$ cat src/sv/tli_pkg.sv
package tli_pkg;

  // default field widths
  localparam int unsigned COORD_BITS_DEF = 16;
  localparam int unsigned VALUE_BITS_DEF = 16;

  // configuration register indexes
  localparam int unsigned CFG_IDX_W = 3;
  localparam logic [CFG_IDX_W-1:0] CFG_V0X = 3'd0;
  localparam logic [CFG_IDX_W-1:0] CFG_V0Y = 3'd1;
  localparam logic [CFG_IDX_W-1:0] CFG_V1X = 3'd2;
  localparam logic [CFG_IDX_W-1:0] CFG_V1Y = 3'd3;
  localparam logic [CFG_IDX_W-1:0] CFG_V2X = 3'd4;
  localparam logic [CFG_IDX_W-1:0] CFG_V2Y = 3'd5;

  // result status codes
  localparam int unsigned STATUS_W = 2;
  localparam logic [STATUS_W-1:0] ST_OK    = 2'd0;
  localparam logic [STATUS_W-1:0] ST_DEGEN = 2'd1;
  localparam logic [STATUS_W-1:0] ST_SAT   = 2'd2;

  // flags that travel with a word through the divider chain
  typedef struct packed {
    logic ovf;   // quotient grew beyond the result width
    logic rneg;  // result is negative
    logic deg;   // zero-area triangle
  } div_flags_t;

endpackage

$ cat src/sv/tli_div_cell.sv
module tli_div_cell #(
  parameter int unsigned NB = 55,
  parameter int unsigned EW = 36,
  parameter int unsigned QW = 16,
  parameter int unsigned K  = 0
) (
  input  logic                clk_i,
  input  logic                rst_ni,
  input  logic                en_i,
  output logic                en_o,
  input  logic                valid_i,
  input  logic [NB-1:0]       n_i,
  input  logic [EW-1:0]       e_i,
  input  logic [EW-1:0]       rem_i,
  input  logic [QW-1:0]       q_i,
  input  tli_pkg::div_flags_t flags_i,
  output logic                valid_o,
  output logic [NB-1:0]       n_o,
  output logic [EW-1:0]       e_o,
  output logic [EW-1:0]       rem_o,
  output logic [QW-1:0]       q_o,
  output tli_pkg::div_flags_t flags_o
);

  logic                valid_q;
  logic [NB-1:0]       n_q;
  logic [EW-1:0]       e_q;
  logic [EW-1:0]       rem_q, rem_d;
  logic [QW-1:0]       q_q, q_d;
  tli_pkg::div_flags_t flags_q, flags_d;
  logic [EW:0]         rem_s;
  logic                ge;

  // one restoring step: bring down numerator bit K
  always_comb begin
    rem_s = {rem_i, n_i[K]};
    ge    = rem_s >= {1'b0, e_i};
    rem_d = ge ? EW'(rem_s - {1'b0, e_i}) : rem_s[EW-1:0];
    q_d   = {q_i[QW-2:0], ge};
    flags_d     = flags_i;
    flags_d.ovf = flags_i.ovf | q_i[QW-1];
  end

  assign en_o = !valid_q || en_i;

  always_ff @(posedge clk_i or negedge rst_ni) begin
    if (!rst_ni) begin
      valid_q <= 1'b0;
    end else if (en_o) begin
      valid_q <= valid_i;
    end
  end

  always_ff @(posedge clk_i) begin
    if (en_o) begin
      n_q     <= n_i;
      e_q     <= e_i;
      rem_q   <= rem_d;
      q_q     <= q_d;
      flags_q <= flags_d;
    end
  end

  assign valid_o = valid_q;
  assign n_o     = n_q;
  assign e_o     = e_q;
  assign rem_o   = rem_q;
  assign q_o     = q_q;
  assign flags_o = flags_q;

endmodule

$ cat config.mk
export PLATFORM = sky130hd
export DESIGN_NAME = tli_div_cell
export DESIGN_NICKNAME = d
export VERILOG_FILES = /design/src/sv/tli_pkg.sv /design/src/sv/tli_div_cell.sv
export SDC_FILE = /design/constraint.sdc
export NUM_CORES = 1
export LEC_CHECK = 0
export ABC_AREA = 1
export BUFFER_PORTS_ARGS = -buffer_cell sky130_fd_sc_hd__buf_2
export CORE_MARGIN = 2
export CORE_UTILIZATION = 35
export DETAILED_ROUTE_END_ITERATION = 16
export PLACE_DENSITY = 0.66
export SLEW_MARGIN = 40
export SYNTH_ARGS = -nofsm -noshare
export SYNTH_HDL_FRONTEND = slang
export SYNTH_SLANG_ARGS = --single-unit
$ cat constraint.sdc
create_clock -name clk_i -period 7.5 [get_ports clk_i]
set_input_delay 0.375 -clock clk_i [delete_from_list [all_inputs] [get_ports clk_i]]
set_output_delay 0.375 -clock clk_i [all_outputs]
set_load 0.005 [all_outputs]
==> results by group, run 1 <==
Worst setup path
  – Crit path max fanout: 79
  – CP max-delay cell: buf_6
  – CP endpoint kind: output pin
  – CP Data Arrival Time: 2.20 ns
  – Cell family with most CP delay: buffers and inverters
  – Critical path required time: 7.12 ns
  – R2R Setup Slk: 5.58 ns
  – Worst reg2reg path startpoint: valid_o
  – Critical Path End: en_o
  – Worst setup SP type: flip-flop
  – CP peak stage delay: 0.57 ns
  – WP depth: 3
  – Worst r2r dst: n_o[38]
  – Bufs and invs on worst path: 2
  – Worst r2r path cells: 2
  – Worst Setup SP: valid_o
  – Critical path type: reg -> out
  – Worst path cell trace: nand2_8, buf_6, buf_2

Global route
  – Pin count of the biggest net entering global routing: 80
  – All-layer global routing usage: 19.3%
  – First-pass GRT wire length: 35,200 um
  – Initial antenna violation count: 0
  – Grt total ovfl: 0
  – Number of global-route vias before repair: 6,687

Logic synthesis
  – Compound-Gate Fraction of Synth Area: 3.11%
  – Mapped Nets: 1,032
  – Seq cells post-synth: 147
  – Cell Area, Synth: 7900 sq um
  – Async SR Flop Fraction: 0.680%
  – Post-synthesis mux area share: 0%
  – Cells after Synth: 845
  – Warnings from Yosys: 0
  – Cell variety after synth: 35
  – Synthesized area per cell: 9.34 sq um
  – Top cells by area, synth: edfxtp_1, nand2_1, inv_1, ha_1, nand3_1
  – Adder-cell share of the synthesized area: 5.96%
  – Post-synthesis simple-gate area fraction: 25.4%
  – Post-synth top flop: edfxtp_1
  – Cell taking the most area after synthesis: edfxtp_1
  – Sequential share of the synthesized area: 55.8%
  – Synth Area in XOR/XNOR: 2.00%
  – Post-synth EDFFs: 146
  – Top cell type's share of synthesized area: 55.5%
  – Main combinational cell family by area after synthesis: simple AND/OR/NAND/NOR gates

Floorplan
  – Core Footprint: 22,000 sq um
  – Die area: 23,800 sq um
  – FP Rows: 54
  – Die width: 154 um
  – Top Ports: 298
  – Starting Density: 36.0%
  – Vert. Die Dim: 154 um

Cells and area
  – Final std cells w/o fill: 1,447
  – Fin nets: 1,341
  – Share of cells above drive strength 1: 32.6%
  – Area Overhead vs Synth: 30.2%
  – Post-route cell area: 10,300 sq um
  – ANT cells: 0

Clock network
  – H-Tree Depth: 4
  – Clock sinks: 147
  – Clock Tree Root: clkbuf_16
  – CTS Buf Count: 17
  – Clk slew on worst S/H paths: 0.07 ns
  – CTS tree: done
  – Clock Latency Late Sink: 0.42 ns
  – CTS max path bufs: 2

Flow run
  – Max-cap viol count: 0

Power
  – Worst IR drop on VDD: 0.000128 V
  – Static Leak: 0.00513 uW
  – Power per cell area: 225 nW/um^2

Hold path
  – Hold Path Class: in -> reg

STA
  – Fin. Hold Viols: 0
  – Max Slew Vio Count: 0
  – Slew headroom: 50.1%
  – Tightest Pin Transition: 0.748 ns
  – Hold slack: 0.114 ns
  – Clk_skew: 0.00789 ns
  – Max Fclk: 0.388 GHz
  – RSZ-0062 raised after global routing: false
  – Fin crit share: 34.4%
  – Final min period: 2.58 ns
  – Post-route setup slack: 4.92 ns
  – Setup violations, final: 0
  – Setup_tns: 0 ns

Route
  – Vias per std cell: 4.63
  – DRC: 0
  – Met3 wire length: 1680 um
  – Detailed-route via count: 6,697
  – M1 wire length: 9390 um
  – DR WL/cell: 16.2 um
  – Final WL: 23,400 um
  – Drt first pass iters: 5
  – Drt first-iter violations: 385
  – Uppermost layer routed: met4
  – Number of routed nets with antenna violations: 0
  – Met2 wire length: 11,800 um

Place
  – Detailed Place HPWL: 18,400 um
  – DP Area: 9680 sq um
  – Placed cell count: 1,414
  – GP Congestion: 0.918
  – IO Port Bufs: 297
  – DP Worst Slack: 4.82 ns

Run status
  – Run status: completed
layer usage:
layer,global-route usage [%],vias to the layer above
met5,0,-
met4,6.90,0
met3,5.72,35
met2,34.9,234
met1,21.6,3052
li1,-,3376
metrics by stage:
step / total power, uW / util (%)
final: 2320 / 46.8
after global routing: 2430 / 46.8
after CTS: 2340 / 46.8
after detailed placement: 1480 / 44.1
after global placement: 1480 / 44.0
after floorplan: 1290 / -
cells by family (layout without fill, tap and decap cells):
family,Yosys count,in the layout
AOI/OAI and AO/OA,43,43
xor gates and xnor gates,18,18
adders and majority gates,37,37
buffers and inverters,150,472
DFF,147,147
and+or+nand+nor,450,450
cell type report:
| type | instances | area [sq um] |
|---|---|---|
| clock buffer | 17 | 425 |
| clock inverter | 15 | 164 |
| fill | 2136 | 11700 |
| inverter | 140 | 526 |
| multi-input combinational | 548 | 2890 |
| sequential | 147 | 4410 |
| tap | 280 | 350 |
| timing repair buffer | 300 | 1520 |
placed cells by master, fill, tap and decap left out, types with 12 or more instances in the layout:
master,n
a21oi_1,26
xor2_1,17
nand3_1,69
clkbuf_16,17
nor2_1,50
buf_2,297
nor2_2,12
nand2_2,12
ha_1,36
nand2_1,267
inv_1,131
edfxtp_1,146
cells in the mapped netlist, types with 2 or more instances:
| library cell | instances |
|---|---|
| inv_2 | 7 |
| xor2_1 | 17 |
| o21ai_0 | 4 |
| nand3b_1 | 9 |
| nor2_1 | 50 |
| nand3_1 | 69 |
| o21bai_1 | 7 |
| nor4_1 | 2 |
| nor2_2 | 12 |
| buf_6 | 4 |
| clkinv_1 | 2 |
| nand2_2 | 12 |
| nand3_2 | 11 |
| buf_2 | 5 |
| o21ai_1 | 2 |
| nand4_1 | 5 |
| a21oi_1 | 26 |
| ha_1 | 36 |
| nor3_2 | 3 |
| nor3_1 | 5 |
| nand2_1 | 268 |
| inv_1 | 131 |
| edfxtp_1 | 146 |
flip-flops by register name (all words and copies together) (netlist names):
| signal | count |
|---|---|
| e_o | 36 |
| flags_o | 3 |
| n_o | 55 |
| q_o | 16 |
| rem_o | 36 |
| valid_o | 1 |
report_power, final:
group | switching, uW | internal, uW
Sequential | 18.8 | 1000
Combinational | 269 | 171
Clock | 385 | 473
Total | 673 | 1640
how the worst min path moves through the flow:
stage | start | to | slack, ns | depth (start not counted)
4_1_cts | q_i[13] | q_o[14] | 0.1 | 1
3_3_place_gp | rst_ni | valid_o | 0.15 | 1
3_5_place_dp | rst_ni | valid_o | 0.15 | 1
6_report | q_i[7] | q_o[8] | 0.11 | 1
5_1_grt | q_i[1] | q_o[2] | 0.09 | 1
2_1_floorplan | rst_ni | valid_o | 0.08 | 0
what timing repair did:
item	4_1_cts	5_1_grt
hold buffers	1	0
setup buffers	0	0
endpoints found under the hold margin	1	0
resized for setup	0	0
Power figures use the tool's default switching activity.
==> inputs of run 2 (changes only) <==
Settings changed: ABC_AREA 1 to 0, PLACE_DENSITY 0.66 to 0.7.
Clock period 7.5 ns to 2.1 ns, I/O delays scaled along.
==> results by group, run 2 <==
Global route
  – Grt total ovfl: 0 (unchanged)
  – First-pass GRT wire length: 32,700 um (was 35,200 um)
  – All-layer global routing usage: 20.5% (was 19.3%)
  – Initial antenna violation count: 3 (was 0)
  – Pin count of the biggest net entering global routing: 70 (was 80)
  – Number of global-route vias before repair: 6,542 (was 6,687)

Route
  – Drt first pass iters: 4 (was 5)
  – DR WL/cell: 16.2 um (about the same)
  – Drt first-iter violations: 292 (was 385)
  – DRC: 0 (unchanged)
  – Number of routed nets with antenna violations: 0 (unchanged)
  – Detailed-route via count: 6,316 (was 6,697)
  – Vias per std cell: 4.63 (about the same)
  – Final WL: 22,100 um (was 23,400 um)

Cells and area
  – Commonest non-fill, non-tap cell in the layout: buf_2 (unchanged)
  – Most frequent cells in the layout: buf_2, edfxtp_1, buf_4 (was buf_2, nand2_1, edfxtp_1)
  – Largest register FFs: 55 (unchanged)
  – Fin nets: 1,271 (was 1,341)
  – Area Overhead vs Synth: 74.6% (was 30.2%)
  – Share of cells above drive strength 1: 50.6% (was 32.6%)

Floorplan
  – Vert. Die Dim: 144 um (was 154 um)
  – Top Ports: 298 (unchanged)
  – Core Footprint: 19,400 sq um (was 22,000 sq um)
  – FP Rows: 51 (was 54)
  – Starting Density: 35.5% (was 36.0%)
  – Die area: 20,800 sq um (was 23,800 sq um)
  – Die width: 144 um (was 154 um)

Run status
  – Run status: complete, but fails checks (was completed)
  – Failing checks: setup timing

Place
  – Detailed Place HPWL: 15,100 um (was 18,400 um)
  – IO Port Bufs: 297 (unchanged)
  – GP Congestion: 0.860 (was 0.918)
  – DP Worst Slack: -0.680 ns (was 4.82 ns)

Worst setup path
  – Crit path max fanout: 7 (was 79)
  – CP Data Arrival Time: 2.36 ns (was 2.20 ns)
  – Worst setup SP type: input port (was flip-flop)
  – Worst Setup SP: e_i[1] (was valid_o)
  – CP peak stage delay: 0.53 ns (was 0.57 ns)
  – Critical path type: in -> reg (was reg -> out)
  – CP max-delay cell: or4_4 (was buf_6)
  – Critical path required time: 2.28 ns (was 7.12 ns)
  – CP endpoint kind: flip-flop (was output pin)
  – CP dominant cell by count: buf_4
  – Worst reg2reg path startpoint: valid_o (unchanged)
  – Worst path cell trace: buf_2, inv_1, ha_4, buf_4, nand2_1, or4_4, nor3_2, a2111oi_2, o41a_1, buf_4, and2_4, a31o_2 (was nand2_8, buf_6, buf_2)
  – Bufs and invs on worst path: 4 (was 2)
  – Cell family with most CP delay: simple AND/OR/NAND/NOR gates (was buffers and inverters)

Logic synthesis
  – Cells after Synth: 529 (was 845)
  – Mapped Nets: 716 (was 1,032)
  – Most instantiated cells after synthesis: edfxtp_1, a21oi_1, inv_1 (was nand2_1, edfxtp_1, inv_1)
  – Warnings from Yosys: 0 (unchanged)
  – Post-synth top flop: edfxtp_1 (unchanged)
  – Sequential share of the synthesized area: 64.0% (was 55.8%)
  – Top cell type's share of synthesized area: 63.6% (was 55.5%)
  – Top cells by area, synth: edfxtp_1, ha_1, a21oi_1, inv_1, a21o_1 (was edfxtp_1, nand2_1, inv_1, ha_1, nand3_1)
  – Cell taking the most area after synthesis: edfxtp_1 (unchanged)
  – Cell Area, Synth: 6890 sq um (was 7900 sq um)
  – Synthesized area per cell: 13.0 sq um (was 9.34 sq um)
  – Post-synth EDFFs: 146 (unchanged)
  – Async SR Flop Fraction: 0.680% (unchanged)
  – Cell variety after synth: 62 (was 35)
  – Seq cells post-synth: 147 (unchanged)
  – Cell with the most instances after synthesis: edfxtp_1 (was nand2_1)

Power
  – Power per cell area: 739 nW/um^2 (was 225 nW/um^2)
  – Worst IR drop on VDD: 0.000579 V (was 0.000128 V)
  – Static Leak: 0.00536 uW (was 0.00513 uW)
  – Total power: 8890 uW (was 2320 uW)

Clock network
  – CTS max path bufs: 2 (unchanged)
  – H-Tree Depth: 4 (unchanged)
  – CTS Buf Count: 17 (unchanged)
  – Clock sinks: 147 (unchanged)
  – Clock Tree Root: clkbuf_16 (unchanged)
  – Clock Latency Late Sink: 0.43 ns (was 0.42 ns)
  – CTS tree: done (unchanged)
  – Clk slew on worst S/H paths: 0.07 ns (about the same)

Flow run
  – Max-cap viol count: 0 (unchanged)

STA
  – Max Slew Vio Count: 0 (unchanged)
  – Clk_skew: 0.0101 ns (was 0.00789 ns)
  – Setup violations, final: 16 (was 0)
  – Post-route setup slack: -0.0818 ns (was 4.92 ns)
  – Final min period: 2.18 ns
  – Slew headroom: 71.0% (was 50.1%)
  – Fin. Hold Viols: 0 (unchanged)
  – Fin crit share: 104%
  – RSZ-0062 raised after global routing: true (was false)
  – Tightest Pin Transition: 0.435 ns (was 0.748 ns)
  – Max Fclk: 0.458 GHz

Hold path
  – Hold Startpoint: rem_i[6] (was q_i[7])
  – Hold Path Class: in -> reg (unchanged)
==> run 2: cell count changes after synthesis, moves of 11 or more <==
cell / before / now
nand3_1: 69 / 9
a21oi_1: 26 / 49
nand2_2: 12 / 0
nor2_2: 12 / 0
a21o_1: 0 / 19
nand2_1: 268 / 36
o21ai_0: 4 / 24
nor2_1: 50 / 32
nand3_2: 11 / 0
xnor2_1: 1 / 12
inv_1: 131 / 41
==> run 2: through the flow <==
stage / cell area (sq um) / TNS (ns) / hold WS, ns / util (%) / std cells
final: 12000 / -0.447 / 0.0103 / 62.0 / 1364
after CTS: 11800 / -0.868 / 0.00111 / 61.1 / 1355
after detailed placement: 9750 / -21.72 / -0.116 / 50.3 / 1198
after global placement: 9750 / -20.60 / -0.120 / 50.3 / 1198
after global routing: 12000 / -4.17 / 0.0147 / 62.0 / 1364
after floorplan: 7090 / -8.39 / -0.191 / - / 529
==> run 2: worst min-delay path, stage by stage <==
cell,delay (ns)
buf_2,0.11
nand2_1,0.05
o21ai_0,0.06
==> run 2: path summary, 6_finish.rpt <==
check / end / slack [ns] / cells past startpoint
worst min register to register: n_o[8] / 0.88 / 2
worst min-delay path: rem_o[7] / 0.01 / 3
max in group asynchronous: valid_o / 1.48 / 3
min in group asynchronous: valid_o / 0.51 / 3
worst max-delay path: rem_o[10] / -0.08 / 12
worst max register to register: rem_o[22] / 0.79 / 2
==> run 2: layout make-up <==
type | count | area [sq um]
antenna | 2 | 5.00
sequential | 147 | 4410
inverter | 42 | 173
tap | 265 | 332
clock buffer | 17 | 425
clock inverter | 15 | 185
fill | 1556 | 7370
timing repair buffer | 550 | 3800
multi-input combinational | 326 | 2700
==> run 2: layer usage <==
metal | part of all wire, % | GRT usage (%) | vias up
met2 | 53 | 37.3 | 199
met1 | 38 | 22.5 | 2978
met4 | 2.3 | 8.33 | 2
met5 | 0.059 | 0 | -
met3 | 6.3 | 5.73 | 39
li1 | - | - | 3098
==> run 2: cells by family (layout without fill, tap and decap cells) <==
group                    after synthesis  after routing  synth area share, %
flip-flops                           147            147                 64.0
other                                  0              2                    0
buffers and inverters                 56            624                 3.40
multiplexers                           1              1                0.145
AO/OA/AOI/OAI                        144            144                 14.1
adder cells (fa/ha/maj)               37             37                 6.83
XOR/XNOR                              25             25                 3.18
AND/OR/NAND/NOR                      119            119                 8.34
==> run 2: power by group <==
group          switching, uW  internal, uW
clock                   1350          1810
sequential              73.5          3580
combinational            965          1110
total                   2390          6500
==> run 2: what timing repair did <==
| item | CTS | global route |
|---|---|---|
| endpoints found under the hold margin | 115 | 0 |
| pin swaps | 17 | 20 |
| gates cloned | 1 | 0 |
| endpoints found under the setup margin | 36 | 37 |
| buffers inserted | 7 | 8 |
| hold buffers | 117 | 0 |
| gates resized for setup | 57 | 32 |
